## src/sstf_pkg.sv

```systemverilog
// Shared types and constants of the SSTF disk scheduler.
package sstf_pkg;

  // Input kinds carried in s_axis_tuser
  localparam logic ACT_HEAD = 1'b0;
  localparam logic ACT_ADD  = 1'b1;

  localparam int IN_TDATA_W  = 16;
  localparam int TRK_OUT_W   = 16;
  localparam int SUM_OUT_W   = 21;
  localparam int OUT_TDATA_W = 72;

  // Saturation point of the running movement total
  localparam logic [SUM_OUT_W-1:0] SUM_LIMIT = 21'h1F_FFFF;

  // Result word, lowest field last
  typedef struct packed {
    logic [1:0]           pad;
    logic                 dropped;
    logic [SUM_OUT_W-1:0] total_movement;
    logic [TRK_OUT_W-1:0] distance;
    logic [TRK_OUT_W-1:0] to_track;
    logic [TRK_OUT_W-1:0] from_track;
  } result_t;

endpackage

```

## src/sstf_ram.sv

```systemverilog
// Generic single-write, single-read RAM with registered read data.
module sstf_ram #(
  parameter int WIDTH = 16,
  parameter int DEPTH = 32
) (
  input  logic                     clk_i,
  input  logic                     we_i,
  input  logic [$clog2(DEPTH)-1:0] waddr_i,
  input  logic [WIDTH-1:0]         wdata_i,
  input  logic                     re_i,
  input  logic [$clog2(DEPTH)-1:0] raddr_i,
  output logic [WIDTH-1:0]         rdata_o
);

  logic [WIDTH-1:0] mem_q [DEPTH];
  logic [WIDTH-1:0] rdata_q;

  // write port
  always_ff @(posedge clk_i) begin
    if (we_i) begin
      mem_q[waddr_i] <= wdata_i;
    end
  end

  // registered read port
  always_ff @(posedge clk_i) begin
    if (re_i) begin
      rdata_q <= mem_q[raddr_i];
    end
  end

  assign rdata_o = rdata_q;

endmodule

```

## src/sstf_disk_scheduler.sv

```systemverilog
// SSTF disk scheduler: request store in RAM, nearest-track scan per serve.
//
//  channel  | dir | tdata                 | tuser       | tlast
//  s_axis   | in  | track                 | action      | last
//  m_axis   | out | from,to,dist,total,dr | -           | last_res
//
// Input transfers are accepted only while the block is idle.
// Each serve scans all N stored requests through the RAM read port,
// then passes through the EVAL and EMIT states before the next serve.
// The output register lets the next scan run while a result waits.
// Input is not accepted while a schedule runs; a stalled result holds.
// Reset clears control state; store entries are read only once written.
module sstf_disk_scheduler #(
  parameter int MAX_REQUESTS = 32,
  parameter int TRACK_BITS   = 16
) (
  input  logic                               clk_i,
  input  logic                               rst_ni,
  input  logic                               s_axis_tvalid,
  output logic                               s_axis_tready,
  input  logic [sstf_pkg::IN_TDATA_W-1:0]    s_axis_tdata,   // [15:0] track
  input  logic                               s_axis_tuser,   // [0] action
  input  logic                               s_axis_tlast,
  output logic                               m_axis_tvalid,
  input  logic                               m_axis_tready,
  // [15:0] from_track, [31:16] to_track, [47:32] distance,
  // [68:48] total_movement, [69] dropped, [71:70] zero
  output logic [sstf_pkg::OUT_TDATA_W-1:0]   m_axis_tdata,
  output logic                               m_axis_tlast
);
  import sstf_pkg::*;

  localparam int IDX_W = $clog2(MAX_REQUESTS);
  localparam int CNT_W = $clog2(MAX_REQUESTS + 1);
  localparam int SUM_W = ((TRACK_BITS > SUM_OUT_W) ? TRACK_BITS : SUM_OUT_W) + 1;

  localparam logic [CNT_W-1:0] CNT_MAX = CNT_W'(MAX_REQUESTS);

  localparam logic [1:0] ST_IDLE = 2'd0;
  localparam logic [1:0] ST_SCAN = 2'd1;
  localparam logic [1:0] ST_EVAL = 2'd2;
  localparam logic [1:0] ST_EMIT = 2'd3;

  logic [1:0]              state_q, state_d;
  logic [CNT_W-1:0]        count_q, count_d;
  logic [CNT_W-1:0]        pending_q, pending_d;
  logic [TRACK_BITS-1:0]   head_q, head_d;
  logic [SUM_OUT_W-1:0]    sum_q, sum_d;
  logic                    ovf_q, ovf_d;
  logic [MAX_REQUESTS-1:0] served_q, served_d;
  logic [IDX_W-1:0]        scan_idx_q, scan_idx_d;
  logic                    pipe_vld_q, pipe_vld_d;
  logic [IDX_W-1:0]        pipe_idx_q, pipe_idx_d;
  logic                    found_q, found_d;
  logic [TRACK_BITS-1:0]   best_q, best_d;
  logic [IDX_W-1:0]        pick_q, pick_d;
  logic [TRACK_BITS-1:0]   pick_trk_q, pick_trk_d;
  logic                    out_vld_q, out_vld_d;
  result_t                 out_data_q, out_data_d;
  logic                    out_last_q, out_last_d;

  logic                  in_xfer;
  logic                  store_we;
  logic [TRACK_BITS-1:0] in_trk;
  logic [TRACK_BITS-1:0] rd_data;
  logic [TRACK_BITS-1:0] seek_len;
  logic                  take;
  logic                  out_free;
  logic [SUM_W-1:0]      sum_ext;
  logic [SUM_OUT_W-1:0]  sum_sat;
  logic [CNT_W-1:0]      pending_inc;

  assign s_axis_tready = (state_q == ST_IDLE);
  assign in_xfer       = s_axis_tvalid && s_axis_tready;
  assign in_trk        = TRACK_BITS'(s_axis_tdata);
  assign store_we      = in_xfer && (s_axis_tuser == ACT_ADD) && (count_q < CNT_MAX);
  assign pending_inc   = pending_q + CNT_W'(store_we);
  assign out_free      = !out_vld_q || m_axis_tready;

  // request store
  sstf_ram #(
    .WIDTH (TRACK_BITS),
    .DEPTH (MAX_REQUESTS)
  ) u_store (
    .clk_i   (clk_i),
    .we_i    (store_we),
    .waddr_i (count_q[IDX_W-1:0]),
    .wdata_i (in_trk),
    .re_i    (state_q == ST_SCAN),
    .raddr_i (scan_idx_q),
    .rdata_o (rd_data)
  );

  // distance of the entry just read and nearest-candidate test
  assign seek_len = (rd_data >= head_q) ? (rd_data - head_q) : (head_q - rd_data);
  assign take = pipe_vld_q && !served_q[pipe_idx_q] && (!found_q || (seek_len < best_q));

  // saturating running total
  assign sum_ext = SUM_W'(sum_q) + SUM_W'(best_q);
  assign sum_sat = (sum_ext > SUM_W'(SUM_LIMIT)) ? SUM_LIMIT : sum_ext[SUM_OUT_W-1:0];

  // control and datapath next state
  always_comb begin
    state_d    = state_q;
    count_d    = count_q;
    pending_d  = pending_q;
    head_d     = head_q;
    sum_d      = sum_q;
    ovf_d      = ovf_q;
    served_d   = served_q;
    scan_idx_d = scan_idx_q;
    pipe_vld_d = 1'b0;
    pipe_idx_d = pipe_idx_q;
    found_d    = found_q;
    best_d     = best_q;
    pick_d     = pick_q;
    pick_trk_d = pick_trk_q;
    out_vld_d  = out_vld_q && !m_axis_tready;
    out_data_d = out_data_q;
    out_last_d = out_last_q;

    // compare stage behind the RAM read
    if (take) begin
      found_d    = 1'b1;
      best_d     = seek_len;
      pick_d     = pipe_idx_q;
      pick_trk_d = rd_data;
    end

    unique case (state_q)
      ST_IDLE: begin
        if (in_xfer) begin
          if (s_axis_tuser == ACT_HEAD) begin
            head_d    = in_trk;
            served_d  = '0;
            count_d   = '0;
            pending_d = '0;
            sum_d     = '0;
            ovf_d     = 1'b0;
          end else begin
            if (store_we) begin
              count_d = count_q + 1'b1;
            end else begin
              ovf_d = 1'b1;
            end
            pending_d = pending_inc;
            if (s_axis_tlast && (pending_inc != '0)) begin
              state_d    = ST_SCAN;
              scan_idx_d = '0;
              found_d    = 1'b0;
            end
          end
        end
      end
      ST_SCAN: begin
        pipe_vld_d = 1'b1;
        pipe_idx_d = scan_idx_q;
        if (CNT_W'(scan_idx_q) == count_q - 1'b1) begin
          state_d = ST_EVAL;
        end else begin
          scan_idx_d = scan_idx_q + 1'b1;
        end
      end
      ST_EVAL: begin
        state_d = ST_EMIT;
      end
      ST_EMIT: begin
        if (out_free) begin
          out_vld_d                 = 1'b1;
          out_data_d.pad            = '0;
          out_data_d.dropped        = ovf_q;
          out_data_d.total_movement = sum_sat;
          out_data_d.distance       = TRK_OUT_W'(best_q);
          out_data_d.to_track       = TRK_OUT_W'(pick_trk_q);
          out_data_d.from_track     = TRK_OUT_W'(head_q);
          out_last_d                = (pending_q == CNT_W'(1));
          served_d[pick_q]          = 1'b1;
          sum_d                     = sum_sat;
          head_d                    = pick_trk_q;
          pending_d                 = pending_q - 1'b1;
          if (pending_q == CNT_W'(1)) begin
            state_d = ST_IDLE;
          end else begin
            state_d    = ST_SCAN;
            scan_idx_d = '0;
            found_d    = 1'b0;
          end
        end
      end
      default: begin
        state_d = ST_IDLE;
      end
    endcase
  end

  // control registers
  always_ff @(posedge clk_i or negedge rst_ni) begin
    if (!rst_ni) begin
      state_q    <= ST_IDLE;
      count_q    <= '0;
      pending_q  <= '0;
      head_q     <= '0;
      sum_q      <= '0;
      ovf_q      <= 1'b0;
      served_q   <= '0;
      pipe_vld_q <= 1'b0;
      found_q    <= 1'b0;
      out_vld_q  <= 1'b0;
    end else begin
      state_q    <= state_d;
      count_q    <= count_d;
      pending_q  <= pending_d;
      head_q     <= head_d;
      sum_q      <= sum_d;
      ovf_q      <= ovf_d;
      served_q   <= served_d;
      pipe_vld_q <= pipe_vld_d;
      found_q    <= found_d;
      out_vld_q  <= out_vld_d;
    end
  end

  // payload registers
  always_ff @(posedge clk_i) begin
    scan_idx_q <= scan_idx_d;
    pipe_idx_q <= pipe_idx_d;
    best_q     <= best_d;
    pick_q     <= pick_d;
    pick_trk_q <= pick_trk_d;
    out_data_q <= out_data_d;
    out_last_q <= out_last_d;
  end

  assign m_axis_tvalid = out_vld_q;
  assign m_axis_tdata  = out_data_q;
  assign m_axis_tlast  = out_last_q;

endmodule

```

## config.mk

```make
export PLATFORM = sky130hd
export DESIGN_NAME = sstf_disk_scheduler
export DESIGN_NICKNAME = d
export VERILOG_FILES = /design/src/sstf_pkg.sv /design/src/sstf_ram.sv /design/src/sstf_disk_scheduler.sv
export SDC_FILE = /design/constraint.sdc
export NUM_CORES = 1
export LEC_CHECK = 0
export ABC_AREA = 1
export BUFFER_PORTS_ARGS = -buffer_cell sky130_fd_sc_hd__buf_2
export CAP_MARGIN = 20
export CELL_PAD_IN_SITES_DETAIL_PLACEMENT = 0
export CELL_PAD_IN_SITES_GLOBAL_PLACEMENT = 1
export CORE_MARGIN = 8
export CORE_UTILIZATION = 46
export DETAILED_ROUTE_END_ITERATION = 10
export PLACE_DENSITY = 0.89
export SLEW_MARGIN = 20
export SYNTH_ARGS = -nofsm -noshare
export SYNTH_HDL_FRONTEND = slang
export SYNTH_SLANG_ARGS = --single-unit
```

## constraint.sdc

```tcl
create_clock -name clk_i -period 4.7 [get_ports clk_i]
set_clock_uncertainty 0.05 [all_clocks]
set_input_delay 0.94 -clock clk_i [delete_from_list [all_inputs] [get_ports clk_i]]
set_output_delay 0.94 -clock clk_i [all_outputs]
set_load 0.01 [all_outputs]
```

==> key figures <==
Power
  – Net Switching: around 10000 uW
  – P_int: 14800 uW
  – Logic pwr share: ~41%
  – Leakage: between 0.01 and 0.015 uW
  – Switching Share: between 40% and 50%
  – Clock power frac: between 20% and 30%
  – Power density over the cells: between 600 and 700 nW/um^2
  – Reg power frac: between 30% and 40%
  – Maximum vdd drop: 0.000517 V
  – Tot Pwr: 24800 uW

Floorplan
  – Site Rows: 97
  – Chip width: 281 um
  – Io pins: 97
  – Initial core utilization: 46.3%
  – Die Y: 281 um
  – Core area: between 60000 and 70000 um^2
  – Die ar.: 79200 um^2

Finish
  – Syn-to-layout area delta: 11.7%
  – Share of cells above drive strength 1: 9.51%
  – Nets: 3127
  – Non-filler cells in the finished layout: 4022
  – Highest-count cells in the layout ignoring fill and taps: 646 x edfxtp_1, 524 x nand2_1, 399 x nor2_1, 280 x o21ai_0, 225 x inv_1
  – Most common cell after layout, fill and taps aside: edfxtp_1
  – Antenna diodes: 0

Clock tree
  – Setup Fix Bufs, Post-CTS: 0
  – Clk root buf: clkbuf_16
  – CTS H-tree lvls: 3
  – Reg clk slew, reported paths: approximately 0.060 ns
  – CTS Buffer Depth: 3
  – CTS tree: built
  – Number of CTS-inserted buffers: 75
  – Clock latency on the worst-skew pair: roughly 0.62 ns
  – Clock sink count: 733
  – CTS Hold Buffers Added: 0
  – Post-CTS Resized: 0

STA
  – Min Tclk post-route: roughly 3.8 ns
  – Setup TNS: 0 ns
  – Slew Limit Fails: 0
  – Slew @ Worst Pin: roughly 1 ns
  – Endpoints failing setup: 0
  – Final period util: 81.7%
  – Hold Slack: 0.384 ns
  – Rel. slew slack: roughly a third
  – Final hold viol count: 0
  – Final setup margin: 0.858 ns
  – RSZ-0062 raised after global routing: false
  – Fmax: 260 MHz

Route
  – DRC: 0
  – Drt via density: 5.50
  – Drt initial violations: roughly 2300
  – Total Routed Length: 79000 um
  – Detail Route met3 WL: slightly above 6000 um
  – M1 WL: approximately 33000 um
  – Highest routed layer: met4
  – Met2 wire len: 37600 um
  – Routed Antenna Nets: 0
  – Vias: 22126
  – 1st-pass router iterations: 6
  – DR WL/cell: around 20 um

Global routing
  – Antenna violations before repair: 1
  – Number of global-route vias before repair: 21554
  – Remaining Overflow, GRT: 0
  – Largest net degree at the start of global routing: 205
  – First-pass GRT wire length: 123000 um
  – Total track usage: 19.8%

Run
  – Max-cap check violation count: 0

Worst setup path
  – Worst r2r dst: pick_trk_q[4]
  – Critical Path RT: a little under 5 ns
  – FF-to-FF path depth: 23
  – Slack of the worst reg-to-reg path: 0.86 ns
  – Cell family with most CP delay: simple AND/OR/NAND/NOR gates
  – Crit start category: register
  – Worst r2r src: u_store.rdata_o[0]
  – Crit path max-delay cell type: fa_1
  – Critical-path maximum fanout: 21
  – Cell Chain, Critical Path: inv_1 > ha_1 > inv_1 > fa_1 > nand2_1 > nand2_1 > nand2_1 > nand2_1 > nand2_1 > nand3_4 > inv_2 > nand2_1 > nand2_1 > inv_1 > ha_1 > a21oi_1 > o21ai_0 > nand2_1 > nand3_1 > nand2_1 > a21oi_1 > nor2_4 > buf_4
  – Crit path kind: reg -> reg
  – Crit path top cell by count: nand2_1
  – Critical Path Sink Type: register
  – Critical path arrival: 4.07 ns
  – CP max stage delay: about 0.44 ns
  – Buf/Inv on CP: 5

Synth
  – Post-Synthesis Cells: 2927
  – Yosys reg bits: 733
  – Number of synthesized flops with an enable pin: 646
  – Synth Area per Inst: ~11 um^2
  – Yosys cell types: 48
  – Top cell type's share of synthesized area: around three fifths
  – Async SR Flop Fraction: 11.9%
  – Main flop type after synthesis: edfxtp_1
  – Ys Warns: 0
  – Synth top area cells: edfxtp_1 60%, dfrtp_1 6.7%, nand2_1 6.1%
  – Mapped Area: 32400 um^2
  – Leading area contributor after synthesis: edfxtp_1
  – Register area share after synthesis: between 60% and 70%

Placement
  – DP Wirelength: approximately 49000 um
  – Placed cell count: 3889
  – Pre-CTS worst setup slack: 0.845 ns
  – Routability congestion estimate: 0.896
  – Port Buf Inserts: between 90 and 100

Outcome
  – Status: finished clean

Hold path
  – Hold WC Path Type: in -> async
## per-stage QoR
step	area (um^2)	util (%)
2_1_floorplan	32400	-
3_3_place_gp	33800	48.4
4_1_cts	36200	51.8
6_report	36200	51.8
5_1_grt	36200	51.8
3_5_place_dp	33800	48.4
## how the worst max path moves through the flow
stage,end,cells after the start,startpoint
2_1_floorplan,best_q[0],23,u_store.rdata_o[0]
3_3_place_gp,pick_trk_q[7],23,u_store.rdata_o[0]
3_5_place_dp,pick_trk_q[12],23,u_store.rdata_o[0]
4_1_cts,pick_trk_q[4],23,u_store.rdata_o[0]
5_1_grt,pick_trk_q[2],22,u_store.rdata_o[0]
6_report,pick_trk_q[4],23,u_store.rdata_o[0]
## Yosys cell counts, drive strengths merged, types with 23 or more instances
cell type,count
ha,76
nor2,407
inv,233
nor3,23
o211ai,84
o21ai,316
clkbuf,59
nand4,26
o22ai,68
dfrtp,87
edfxtp,646
nand3,131
buf,71
a21oi,102
nand2,532
## per-layer routing
| metal | global-route usage (%) | vias to the layer above |
|---|---|---|
| met5 | 0 | - |
| met4 | 5.61 | 0 |
| met3 | 3.40 | 141 |
| met2 | 32.7 | 868 |
| met1 | 26.9 | 10698 |
| li1 | - | 10419 |
## cell type report
type / instances / area (um^2)
fillers: 6080 / 33700
flip-flops and latches: 733 / 21600
multi-input cells: 1830 / 9280
clock buffers: 94 / 2000
well taps: 940 / 1180
repair buffers: 151 / 926
inverters: 235 / 887
clock inverters: 39 / 340
## logic make-up after synthesis
logic type               Yosys count  synth area share [%]
XOR/XNOR                          29                 0.784
other                              1                0.0116
adder cells (fa/ha/maj)           79                  3.12
AO/OA/AOI/OAI                    585                  10.1
flip-flops                       733                  66.6
AND/OR/NAND/NOR                 1135                  14.6
buffers and inverters            365                  4.83
## sequential cells by signal (all words and copies together) (netlist names)
name and cells:
u_store.mem_q 512, m_axis_tdata 70, served_q 32, sum_q 21
best_q 16, head_q 16, pick_trk_q 16, u_store.rdata_o 16
count_q 6, pending_q 6, pick_q 5, pipe_idx_q 5
scan_idx_q 5, state_q 2, found_q 1, m_axis_tlast 1
m_axis_tvalid 1, ovf_q 1, pipe_vld_q 1
## power groups by stage
| stage | Clock, uW | Sequential (uW) | Combinational (uW) |
|---|---|---|---|
| final | 5690 | 8940 | 10200 |
| after global routing | 6040 | 9030 | 11500 |
| after CTS | 5790 | 8940 | 10200 |
| after detailed placement | 0 | 9070 | 10100 |
| after global placement | 0 | 9040 | 9980 |
| after floorplan | 0 | 8890 | 7350 |
No activity file was read; power rests on OpenSTA's default activity.
